<file path="src/rtl/arpc_pkg.sv">
// arpc_pkg: shared sizes, codes and structs of the arp responder with cache
// no dependencies; used by every module under rtl

package arpc_pkg;

  localparam int TABLE_ENTRIES = 16;
  localparam int IDX_W = (TABLE_ENTRIES > 1) ? $clog2(TABLE_ENTRIES) : 1;
  localparam int CNT_W = $clog2(TABLE_ENTRIES + 1);

  localparam int OPCODE_W  = 8;
  localparam int PTYPE_W   = 16;
  localparam int MAC_W     = 48;
  localparam int IP_W      = 32;
  localparam int STATUS_W  = 2;
  localparam int ENTRY_W   = 4;
  localparam int CFG_IDX_W = 1;
  localparam int CFG_DAT_W = 48;

  localparam logic [OPCODE_W-1:0] OP_REQUEST     = 8'd1;
  localparam logic [OPCODE_W-1:0] OP_REPLY       = 8'd2;
  localparam logic [PTYPE_W-1:0]  ETHERTYPE_IPV4 = 16'h0800;

  localparam logic [CFG_IDX_W-1:0] CFG_OWN_IP  = 1'd0;
  localparam logic [CFG_IDX_W-1:0] CFG_OWN_MAC = 1'd1;

  // queue between front and back
  localparam int QDEPTH = 2;
  localparam int QPTR_W = 1;
  localparam int QCNT_W = 2;

  typedef enum logic [1:0] {
    CMD_IGNORE = 2'd0,
    CMD_LEARN  = 2'd1,
    CMD_REPLY  = 2'd2
  } cmd_kind_e;

  typedef enum logic [STATUS_W-1:0] {
    ST_NONE    = 2'd0,
    ST_UPDATED = 2'd1,
    ST_ADDED   = 2'd2,
    ST_FULL    = 2'd3
  } table_status_e;

  typedef struct packed {
    cmd_kind_e        kind;
    logic [MAC_W-1:0] mac;
    logic [IP_W-1:0]  ip;
  } cmd_t;

  typedef struct packed {
    logic               send_reply;
    logic [MAC_W-1:0]   dest_mac;
    logic [IP_W-1:0]    dest_ip;
    table_status_e      status;
    logic [ENTRY_W-1:0] entry_index;
  } res_t;

endpackage

</file>
<file path="src/rtl/arpc_front.sv">
// arpc_front: accepts packet beats, holds own_ip and classifies each packet
// depends on arpc_pkg; feeds arpc_queue

module arpc_front (
  input  logic                             clk_i,
  input  logic                             rst_ni,
  input  logic                             cfg_we_i,
  input  logic [arpc_pkg::CFG_IDX_W-1:0]   cfg_idx_i,
  input  logic [arpc_pkg::CFG_DAT_W-1:0]   cfg_wdata_i,
  input  logic                             in_valid_i,
  output logic                             in_ready_o,
  input  logic [arpc_pkg::OPCODE_W-1:0]    opcode_i,
  input  logic [arpc_pkg::PTYPE_W-1:0]     proto_type_i,
  input  logic [arpc_pkg::MAC_W-1:0]       sender_mac_i,
  input  logic [arpc_pkg::IP_W-1:0]        sender_ip_i,
  input  logic [arpc_pkg::IP_W-1:0]        target_ip_i,
  input  logic                             q_full_i,
  output logic                             q_push_o,
  output arpc_pkg::cmd_t                   q_cmd_o
);

  logic [arpc_pkg::IP_W-1:0] own_ip_q, own_ip_d;

  // own_mac is not kept here
  always_comb begin
    own_ip_d = own_ip_q;
    if (cfg_we_i && cfg_idx_i == arpc_pkg::CFG_OWN_IP) begin
      own_ip_d = cfg_wdata_i[arpc_pkg::IP_W-1:0];
    end
  end

  always_ff @(posedge clk_i or negedge rst_ni) begin
    if (!rst_ni) begin
      own_ip_q <= '0;
    end else begin
      own_ip_q <= own_ip_d;
    end
  end

  always_comb begin
    q_cmd_o.mac  = sender_mac_i;
    q_cmd_o.ip   = sender_ip_i;
    q_cmd_o.kind = arpc_pkg::CMD_IGNORE;
    case (opcode_i)
      arpc_pkg::OP_REQUEST: begin
        if (proto_type_i == arpc_pkg::ETHERTYPE_IPV4 && target_ip_i == own_ip_q) begin
          q_cmd_o.kind = arpc_pkg::CMD_REPLY;
        end
      end
      arpc_pkg::OP_REPLY: begin
        q_cmd_o.kind = arpc_pkg::CMD_LEARN;
      end
      default: begin
        q_cmd_o.kind = arpc_pkg::CMD_IGNORE;
      end
    endcase
  end

  assign in_ready_o = !q_full_i;
  assign q_push_o   = in_valid_i && !q_full_i;

endmodule

</file>
<file path="src/rtl/arpc_queue.sv">
// arpc_queue: two-entry command queue between classifier and cache engine
// depends on arpc_pkg

module arpc_queue (
  input  logic           clk_i,
  input  logic           rst_ni,
  input  logic           push_i,
  input  arpc_pkg::cmd_t push_cmd_i,
  output logic           full_o,
  input  logic           pop_i,
  output logic           valid_o,
  output arpc_pkg::cmd_t pop_cmd_o
);

  arpc_pkg::cmd_t                mem_q [arpc_pkg::QDEPTH];
  logic [arpc_pkg::QPTR_W-1:0]   wr_ptr_q, rd_ptr_q;
  logic [arpc_pkg::QCNT_W-1:0]   cnt_q, cnt_d;

  assign full_o    = cnt_q == arpc_pkg::QCNT_W'(arpc_pkg::QDEPTH);
  assign valid_o   = cnt_q != '0;
  assign pop_cmd_o = mem_q[rd_ptr_q];

  always_comb begin
    cnt_d = cnt_q;
    case ({push_i, pop_i})
      2'b10:   cnt_d = cnt_q + 1'b1;
      2'b01:   cnt_d = cnt_q - 1'b1;
      default: cnt_d = cnt_q;
    endcase
  end

  always_ff @(posedge clk_i) begin
    if (push_i) begin
      mem_q[wr_ptr_q] <= push_cmd_i;
    end
  end

  // depth is a power of two, pointers wrap on their own
  always_ff @(posedge clk_i or negedge rst_ni) begin
    if (!rst_ni) begin
      wr_ptr_q <= '0;
      rd_ptr_q <= '0;
      cnt_q    <= '0;
    end else begin
      if (push_i) wr_ptr_q <= wr_ptr_q + 1'b1;
      if (pop_i)  rd_ptr_q <= rd_ptr_q + 1'b1;
      cnt_q <= cnt_d;
    end
  end

endmodule

</file>
<file path="src/rtl/arpc_back.sv">
// arpc_back: cache engine, sequential mac search, learn/update and result register
// depends on arpc_pkg; takes commands from arpc_queue

module arpc_back (
  input  logic           clk_i,
  input  logic           rst_ni,
  input  logic           q_valid_i,
  input  arpc_pkg::cmd_t q_cmd_i,
  output logic           q_pop_o,
  output logic           out_valid_o,
  input  logic           out_ready_i,
  output arpc_pkg::res_t res_o
);

  typedef enum logic [3:0] {
    S_IDLE = 4'b0001,
    S_READ = 4'b0010,
    S_CMP  = 4'b0100,
    S_MISS = 4'b1000
  } state_e;

  state_e                       st_q, st_d;
  arpc_pkg::cmd_t               cmd_q, cmd_d;
  logic [arpc_pkg::IDX_W-1:0]   idx_q, idx_d;
  logic [arpc_pkg::CNT_W-1:0]   count_q, count_d;
  arpc_pkg::res_t               res_q, res_d;
  logic                         out_valid_q, out_valid_d;

  logic [arpc_pkg::MAC_W-1:0]   mac_mem [arpc_pkg::TABLE_ENTRIES];
  logic [arpc_pkg::IP_W-1:0]    ip_mem  [arpc_pkg::TABLE_ENTRIES];
  logic [arpc_pkg::MAC_W-1:0]   mac_rd_q;
  logic                         we;
  logic [arpc_pkg::IDX_W-1:0]   wr_addr;
  logic                         last;
  logic                         reply;

  assign last  = (arpc_pkg::CNT_W'(idx_q) + 1'b1) == count_q;
  assign reply = cmd_q.kind == arpc_pkg::CMD_REPLY;

  always_comb begin
    st_d        = st_q;
    cmd_d       = cmd_q;
    idx_d       = idx_q;
    count_d     = count_q;
    res_d       = res_q;
    out_valid_d = out_valid_q && !out_ready_i;
    q_pop_o     = 1'b0;
    we          = 1'b0;
    wr_addr     = idx_q;

    // finishing states fill the result; the address fields only for a reply
    res_d.send_reply = reply;
    res_d.dest_mac   = reply ? cmd_q.mac : '0;
    res_d.dest_ip    = reply ? cmd_q.ip : '0;

    case (st_q)
      S_IDLE: begin
        res_d = res_q;
        // start only with a free result slot so it is free at the finish
        if (q_valid_i && (!out_valid_q || out_ready_i)) begin
          q_pop_o = 1'b1;
          cmd_d   = q_cmd_i;
          idx_d   = '0;
          if (q_cmd_i.kind == arpc_pkg::CMD_IGNORE) begin
            res_d       = '0;
            out_valid_d = 1'b1;
          end else if (count_q == '0) begin
            st_d = S_MISS;
          end else begin
            st_d = S_READ;
          end
        end
      end
      S_READ: begin
        res_d = res_q;
        st_d  = S_CMP;
      end
      S_CMP: begin
        if (mac_rd_q == cmd_q.mac) begin
          we                = 1'b1;
          res_d.status      = arpc_pkg::ST_UPDATED;
          res_d.entry_index = arpc_pkg::ENTRY_W'(idx_q);
          out_valid_d       = 1'b1;
          st_d              = S_IDLE;
        end else if (last) begin
          res_d = res_q;
          st_d  = S_MISS;
        end else begin
          res_d = res_q;
          idx_d = idx_q + 1'b1;
          st_d  = S_READ;
        end
      end
      S_MISS: begin
        if (count_q < arpc_pkg::CNT_W'(arpc_pkg::TABLE_ENTRIES)) begin
          we                = 1'b1;
          wr_addr           = count_q[arpc_pkg::IDX_W-1:0];
          count_d           = count_q + 1'b1;
          res_d.status      = arpc_pkg::ST_ADDED;
          res_d.entry_index = arpc_pkg::ENTRY_W'(count_q[arpc_pkg::IDX_W-1:0]);
        end else begin
          res_d.status      = arpc_pkg::ST_FULL;
          res_d.entry_index = '0;
        end
        out_valid_d = 1'b1;
        st_d        = S_IDLE;
      end
      default: begin
        res_d = res_q;
        st_d  = S_IDLE;
      end
    endcase
  end

  // cache storage, registered read at the search index
  always_ff @(posedge clk_i) begin
    if (we) begin
      mac_mem[wr_addr] <= cmd_q.mac;
      ip_mem[wr_addr]  <= cmd_q.ip;
    end
    mac_rd_q <= mac_mem[idx_q];
  end

  always_ff @(posedge clk_i) begin
    cmd_q <= cmd_d;
    res_q <= res_d;
  end

  always_ff @(posedge clk_i or negedge rst_ni) begin
    if (!rst_ni) begin
      st_q        <= S_IDLE;
      idx_q       <= '0;
      count_q     <= '0;
      out_valid_q <= 1'b0;
    end else begin
      st_q        <= st_d;
      idx_q       <= idx_d;
      count_q     <= count_d;
      out_valid_q <= out_valid_d;
    end
  end

  assign out_valid_o = out_valid_q;
  assign res_o       = res_q;

  a_count_bound: assert property (@(posedge clk_i) disable iff (!rst_ni)
    count_q <= arpc_pkg::CNT_W'(arpc_pkg::TABLE_ENTRIES))
    else $error("entry count above table size");

  a_cmp_after_read: assert property (@(posedge clk_i) disable iff (!rst_ni)
    (st_q == S_CMP) |-> $past(st_q == S_READ))
    else $error("compare without a preceding read");

  a_add_counts: assert property (@(posedge clk_i) disable iff (!rst_ni)
    (st_q == S_MISS && count_q < arpc_pkg::CNT_W'(arpc_pkg::TABLE_ENTRIES))
    |=> (count_q == $past(count_q) + 1'b1 && out_valid_q))
    else $error("append did not bump entry count");

  a_no_pop_busy: assert property (@(posedge clk_i) disable iff (!rst_ni)
    q_pop_o |-> (st_q == S_IDLE && (!out_valid_q || out_ready_i)))
    else $error("command popped while busy");

endmodule

</file>
<file path="src/rtl/arp_responder_with_cache_core.sv">
// arp_responder_with_cache_core: top level, classifier front, queue, cache engine
// depends on arpc_pkg, arpc_front, arpc_queue, arpc_back
//
// channel   direction  handshake               beat
// cfg       in         cfg_we_i                cfg_idx_i, cfg_wdata_i
// in        in         in_valid_i/in_ready_o   opcode, proto_type, sender mac/ip, target ip
// out       out        out_valid_o/out_ready_i send_reply, reply dest mac/ip, status, index
//
// ignored packet: goes from idle straight to the result register; learning scans the valid
// entries in turn until a hit, then the miss state on a miss (one memory read and compare per entry)
// the queue takes two packets while the engine works or a result waits
// reset empties the cache (entry count zero) and clears own_ip; no clearing pass
// the engine starts a packet only when the result register is free

module arp_responder_with_cache_core (
  input  logic                             clk_i,
  input  logic                             rst_ni,
  input  logic                             cfg_we_i,
  input  logic [arpc_pkg::CFG_IDX_W-1:0]   cfg_idx_i,
  input  logic [arpc_pkg::CFG_DAT_W-1:0]   cfg_wdata_i,
  input  logic                             in_valid_i,
  output logic                             in_ready_o,
  input  logic [arpc_pkg::OPCODE_W-1:0]    opcode_i,
  input  logic [arpc_pkg::PTYPE_W-1:0]     proto_type_i,
  input  logic [arpc_pkg::MAC_W-1:0]       sender_mac_i,
  input  logic [arpc_pkg::IP_W-1:0]        sender_ip_i,
  input  logic [arpc_pkg::IP_W-1:0]        target_ip_i,
  output logic                             out_valid_o,
  input  logic                             out_ready_i,
  output logic                             send_reply_o,
  output logic [arpc_pkg::MAC_W-1:0]       reply_dest_mac_o,
  output logic [arpc_pkg::IP_W-1:0]        reply_dest_ip_o,
  output logic [arpc_pkg::STATUS_W-1:0]    table_status_o,
  output logic [arpc_pkg::ENTRY_W-1:0]     entry_index_o
);

  logic           q_full, q_push, q_pop, q_valid;
  arpc_pkg::cmd_t push_cmd, pop_cmd;
  arpc_pkg::res_t res;

  arpc_front u_front (
    .clk_i        (clk_i),
    .rst_ni       (rst_ni),
    .cfg_we_i     (cfg_we_i),
    .cfg_idx_i    (cfg_idx_i),
    .cfg_wdata_i  (cfg_wdata_i),
    .in_valid_i   (in_valid_i),
    .in_ready_o   (in_ready_o),
    .opcode_i     (opcode_i),
    .proto_type_i (proto_type_i),
    .sender_mac_i (sender_mac_i),
    .sender_ip_i  (sender_ip_i),
    .target_ip_i  (target_ip_i),
    .q_full_i     (q_full),
    .q_push_o     (q_push),
    .q_cmd_o      (push_cmd)
  );

  arpc_queue u_queue (
    .clk_i      (clk_i),
    .rst_ni     (rst_ni),
    .push_i     (q_push),
    .push_cmd_i (push_cmd),
    .full_o     (q_full),
    .pop_i      (q_pop),
    .valid_o    (q_valid),
    .pop_cmd_o  (pop_cmd)
  );

  arpc_back u_back (
    .clk_i       (clk_i),
    .rst_ni      (rst_ni),
    .q_valid_i   (q_valid),
    .q_cmd_i     (pop_cmd),
    .q_pop_o     (q_pop),
    .out_valid_o (out_valid_o),
    .out_ready_i (out_ready_i),
    .res_o       (res)
  );

  assign send_reply_o     = res.send_reply;
  assign reply_dest_mac_o = res.dest_mac;
  assign reply_dest_ip_o  = res.dest_ip;
  assign table_status_o   = res.status;
  assign entry_index_o    = res.entry_index;

endmodule

</file>
<file path="config.mk">
export PLATFORM = sky130hd
export DESIGN_NAME = arp_responder_with_cache_core
export DESIGN_NICKNAME = d
export VERILOG_FILES = /design/src/rtl/arpc_pkg.sv /design/src/rtl/arpc_front.sv /design/src/rtl/arpc_queue.sv /design/src/rtl/arpc_back.sv /design/src/rtl/arp_responder_with_cache_core.sv
export SDC_FILE = /design/constraint.sdc
export NUM_CORES = 1
export LEC_CHECK = 0
export BUFFER_PORTS_ARGS = -buffer_cell sky130_fd_sc_hd__buf_2
export CELL_PAD_IN_SITES_DETAIL_PLACEMENT = 0
export CELL_PAD_IN_SITES_GLOBAL_PLACEMENT = 1
export CORE_MARGIN = 3
export CORE_UTILIZATION = 58
export DETAILED_ROUTE_END_ITERATION = 10
export PLACE_DENSITY_LB_ADDON = 0.1
export SLEW_MARGIN = 25
export SYNTH_ARGS = -nofsm -noshare
export SYNTH_HDL_FRONTEND = slang
export SYNTH_HIERARCHICAL = 1
export SYNTH_SLANG_ARGS = --single-unit
</file>
<file path="constraint.sdc">
create_clock -name clk_i -period 11.4 [get_ports clk_i]
set_clock_uncertainty 0.15 [all_clocks]
set_input_delay 1.71 -clock clk_i [delete_from_list [all_inputs] [get_ports clk_i]]
set_output_delay 1.71 -clock clk_i [all_outputs]
set_load 0.05 [all_outputs]
</file>
== Word level (Yosys, flattened, before mapping) ==
Memories as Yosys holds them, arrays and structs flattened. A register that Yosys moved wholly into a read port is not among the register bits.
Index checks and enable logic that the tools add are counted.
Word-level totals
  bits in registers: 219
  bits in writable memories: 932
  input bits: 190
  output and inout port bits: 89
  logic and storage cells: 104
  memories kept: 2
Operators by class
  add/sub/neg operators: 7
  $lt $le $gt $ge: 1
  eq/ne operators: 20
  muxes and demuxes: 37
  bitwise gates (word level): 1
  reductions and logical operators: 20
Memories
  u_back.mac_mem: words 16, bits a word 48, read ports 1, clocked after Yosys merged registers in 1, wr ports 1, RTL line arpc_back.sv:29  | logic [arpc_pkg::MAC_W-1:0] mac_mem [arpc_pkg::TABLE_ENTRIES];
  u_queue.mem_q: words 2, bits a word 82, read ports 1, clocked after Yosys merged registers in 0, wr ports 1, RTL line arpc_queue.sv:15  | arpc_pkg::cmd_t mem_q [arpc_pkg::QDEPTH];
Operators with widths (count)
  81-bit case mux with 3 select lines: 1
  87-bit two-way mux: 2
  81-bit two-way mux: 1
  48-bit equality test: 1
  48-bit two-way mux: 1
  4-bit two-way mux: 10
  32-bit equality test: 1
  32-bit two-way mux: 1
  6-bit case mux with 3 select lines: 1
  16-bit by 12-bit equality test with 1-bit output, second input constant: 1
  4-bit case mux with 3 select lines: 1
  1-bit two-way mux: 11
  8-bit by 1-bit equality test with 1-bit output, second input constant: 1
  8-bit by 2-bit equality test with 1-bit output, second input constant: 1
  2-bit case mux with 2 select lines: 2
  4-bit case mux with 2 select lines: 1
  4-bit AND reduction: 2
  2-bit equality test, second input constant: 3
  6-bit two-way mux: 1
  2-bit by 1-bit != test with 1-bit output, second input constant: 3
  2-bit != test, second input constant: 3
  2-bit AND reduction: 3
  2-bit nonzero test: 3
  4-bit by 1-bit adder with 5-bit output, second input constant: 1
  other kinds (23): 30

== Logic depth before layout (Yosys ltp) ==
  word-level depth: 7
  mapped depth: 8
  mapped depth without buffers: 7

== Modules after synthesis ==
The synthesis kept the hierarchy.
By module, submodules not included
  arpc_back: times used 1, cells an instance 1570, area an instance 37395.9 um^2, sequential area each 29449.5 um^2
  arpc_queue: times used 1, cells an instance 271, area an instance 6453.7 um^2, sequential area each 5024.8 um^2
  arpc_front: times used 1, cells an instance 204, area an instance 2224.6 um^2, sequential area each 800.8 um^2

== Worst setup path after synthesis ==
No wires, ideal clock.
  path type: in2reg
  start: input out_ready_i
  end: register u_back.res_q (netlist bit u_back/res_o[0]) (enable)
  library setup time: 448 ps
  arrival: 5895 ps
  required time: 10802 ps
  slack: 4906 ps
  stages: 5
  buffers on the path: 0
  cell sequence: nand2b_1 -> nand3_1 -> inv_1 -> a21oi_1 -> nand2_1
Between the ends
  longest elaborated chain between the ends: 4
Ends and longest elaborated chain
  from (decl): RTL line arp_responder_with_cache_core.sv:29  | input logic out_ready_i,
  1-bit logical OR: RTL line arpc_back.sv:60  | if (q_valid_i && (!out_valid_q || out_ready_i)) begin
  1-bit logical AND: RTL line arpc_back.sv:60
  2-bit by 1-bit != test with 1-bit output (no source line)
  4-bit AND reduction (no source line)
  to (signal assigned): RTL line arpc_back.sv:126  | res_q <= res_d;
  to (decl): RTL line arpc_back.sv:26  | arpc_pkg::res_t res_q, res_d;
Every way passes these cells.
A chain may end at the register's enable or synchronous reset.

== Worst setup path after layout ==
  start: register u_back/cmd_q[70] (netlist name)
  end: memory u_back/mac_mem[14][12] (netlist name) (enable)
Between the ends
  longest elaborated chain between the ends: 5
Ends and longest elaborated chain
  from (decl): RTL line arpc_back.sv:23  | arpc_pkg::cmd_t cmd_q, cmd_d;
  from (signal assigned): RTL line arpc_back.sv:125  | cmd_q <= cmd_d;
  48-bit equality test: RTL line arpc_back.sv:79  | if (mac_rd_q == cmd_q.mac) begin
  1-bit two-way mux: RTL line arpc_back.sv:79
  1-bit case mux with 2 select lines: RTL line arpc_back.sv:56  | case (st_q)
  1-bit two-way mux
  1-bit two-way mux (implied by the code): RTL line arpc_back.sv:118  | mac_mem[wr_addr] <= cmd_q.mac;
  to (decl): RTL line arpc_back.sv:29
Every way passes these cells.

==> run summary <==
CP peak stage delay: 0.80 ns
routability cong.: 0.761
GR peak layer: met2
Non-Filler Instances: 3438
pin count of the biggest net entering global routing: 147
Period minus WS final: 5.31 ns
number of I/O pins: 279
TritonCTS Buffers: 115
Crit Path Class: flop to flop
Fmax: 0.188 GHz
Slew Limit Fails: 0
Setup Viol. Count Final: 0
Std-Cell Rows: 102
synth top area cells: edfxtp_1 72%, mux4_2 8.5%, mux4_1 3.8%
Netlist cell types: 58
initial drt markers: 1843
first-pass GRT wire length: 136000 microns
wire per inst: 26.6 microns
Synth Flop Type: edfxtp_1
CP Capture Type: flop
hold_buf cts: 0
synthesized net count: 2239
hold_ws: 0.345 ns
chip width: 288 microns
Syn Inst Count: 2045
layout cell share with drive strength beyond 1: 0.328
DP Worst Slack: 6.10 ns
Die Area: 0.0829 sq mm
ANT nets after route: 0
Tcrit/Tclk final: 0.466
Most Frequent Cell on Critical Path: nand4_1
type of origin of the critical path: flop
met2 usage: 0.371
status: finished, final reports clean
mapped cell area: 0.0461 sq mm
clk root buf: clkbuf_16
vias post-DR: 20502
maxcap violations: 0
Rel. slew slack: 0.261
setup TNS: 0 ns
crit-path max FO: 34
Seq/Total Area, Yosys: 0.766
Peak VDD IR: 0.173 mV
YS warnings: 6
H-tree Lvls: 3
starting density of the core: 0.590
Yosys reg bits: 1199
unrepaired setup endpoints after global routing: false
top cell type's share of synthesized area: 0.718
via-per-instance ratio: 5.96
CTS tree: built
Worst EP required: 11.53 ns
Reg clk slew, reported paths: 0.06 ns
met3 Use GR: 0.0438
residual DRC count: 0
final hold violations: 0
GRT Total Usage: 0.225
post-cts sizing count: 0
Port Buffer Count: 262
Max stage delay cell, worst path: nor4_1
total wire length: 91400 microns
DRT Pass-1 Iters: 5
CTS max path bufs: 3
met1 usage: 0.316
Post-DP Area: 0.0479 sq mm
Design Area, Final: 0.0517 sq mm
post-CTS setup buffers: 0
Layout area overhead: 12.2%
Worst Max-Slew Pin Slew: 1.11 ns
crit-path cells: xnor2_1, nand4_1, nor4_1, nand4_1, o31a_1, nor2_4, buf_4
WP data arrival: 5.44 ns
Post-synth ARST share: 0.0417
total gr overflow: 0
synthesized area per cell: 22.5 sq um
cell total after placement: 3220
P_leak: 17.2 nW
Post-synth EDFFs: 1101
vias in the first global route: 21609
DIE HEIGHT: 288 microns
Power per Cell Area: 240 mW/mm^2
Hold Path Class: flop to flop
most area-hungry cell type in the Yosys netlist: edfxtp_1
final net count: 2492
Core ar.: 0.0781 sq mm
initial antenna violation count: 2
DP Wirelength: 48700 microns
final worst slack: 6.09 ns
later-pin clock latency in the skew report: 0.67 ns
Sink Count: 1199
## synthesized netlist by cell type, drive strengths merged, types with 5 or more instances
cell    instances
nand3           9
nor2           22
nand4          18
mux4          240
nand2          14
and2           82
nor4b           6
nor4           14
xor2           35
dfxtp          48
inv             8
nor3b           5
clkbuf         22
buf           141
xnor2          57
o21ai           5
mux2          114
dfrtp          49
a31oi           8
edfxtp       1101
## critical path, delay by kind of cell (launching register included)
family                    cells  cell delay (ns)
and+or+nand+nor               4             2.29
buffers and inverters         1             0.72
DFF                           1             0.64
AOI/OAI and AO/OA             1             0.60
xor gates and xnor gates      1             0.48
## area by class of cell
cell class	instances	area, sq um
Clock inverter	54	519
Timing Repair Buffer	299	1670
Sequential cell	1199	35300
Clock buffer	162	3280
Tap cell	1040	1300
Antenna cell	1	2.50
Multi-Input combinational cell	674	9620
Inverter	9	37.5
Fill cell	5083	26400
## layer usage
metal | wire, microns | share of wire
met2 | 45400 | 0.50
met5 | 13 | 0.00014
met1 | 38100 | 0.42
met4 | 1390 | 0.015
met3 | 6360 | 0.070
## logic make-up after synthesis
logic type,synth area share
adders and majority gates,0.00109
DFF,0.766
AOI/OAI and AO/OA,0.00519
and+or+nand+nor,0.0252
xor gates and xnor gates,0.0180
buffers and inverters,0.0282
muxes,0.157
## path summary, 6_finish.rpt
kind / startpoint / endpoint / slack [ns] / cells after the start
hold / removal: u_queue/cnt_q[1] / u_queue/cnt_q[1] / 0.35 / 1
min in group asynchronous: rst_ni / u_front/own_ip_q[1] / 1.02 / 2
setup / recovery: u_back/cmd_q[70] / u_back/mac_mem[14][12] / 6.09 / 7
max in group asynchronous: rst_ni / u_back/idx_q[0] / 9.56 / 2
setup reg to reg: u_back/cmd_q[70] / u_back/mac_mem[14][12] / 6.09 / 7
hold reg to reg: u_queue/cnt_q[1] / u_queue/cnt_q[1] / 0.35 / 1
## placed cells by master, fill, tap and decap left out, types with 4 or more instances in the layout
master      Yosys  final
edfxtp_1     1101   1101
buf_2          14    262
mux4_2        173    173
clkbuf_16       0    118
and2_1         82     81
mux2_4         70     70
mux4_1         67     67
xnor2_1        57     57
dfxtp_1        48     48
dfrtp_1        49     45
mux2_2         42     42
xor2_1         35     35
buf_4          91     29
clkbuf_1       22     28
clkinv_1        1     22
nand4_1        18     18
clkinv_2        0     16
clkbuf_8        0     16
nand2_1        14     13
nor4_1         13     13
nor2_4          0     13
bufinv_16       0     10
nand3_1         9      9
nor2_1         22      9
inv_1           8      7
a31oi_1         7      7
clkinvlp_4      0      6
buf_12         13      6
o21ai_0         5      5
nor4b_1         4      4
nor3_1          4      4
nor3b_1         4      4
o21ba_2         4      4
ha_1            4      4
## sequential cells by signal (all words and copies together) (netlist names), 2 cells and up
| signal | count |
|---|---|
| u_back/st_q | 4 |
| u_queue/mem_q | 164 |
| u_queue/cnt_q | 2 |
| u_back/mac_mem | 768 |
| u_back/cmd_q | 82 |
| u_back/mac_rd_q | 48 |
| u_back/count_q | 5 |
| u_back/res_o | 87 |
| u_front/own_ip_q | 32 |
| u_back/idx_q | 4 |
## per-stage QoR
step	total power [mW]	utilization
6_report	12.4	0.662
3_3_place_gp	8.73	0.612
4_1_cts	12.6	0.662
3_5_place_dp	8.81	0.613
5_1_grt	12.9	0.662
2_1_floorplan	8.07	-
## where the power goes
group	total, mW	switching, mW	internal, mW
Combinational	2.09	1.27	0.817
Sequential	6.59	0.639	5.95
Clock	3.76	1.54	2.22
Total	12.4	3.45	8.99
Power figures use the tool's default switching activity.
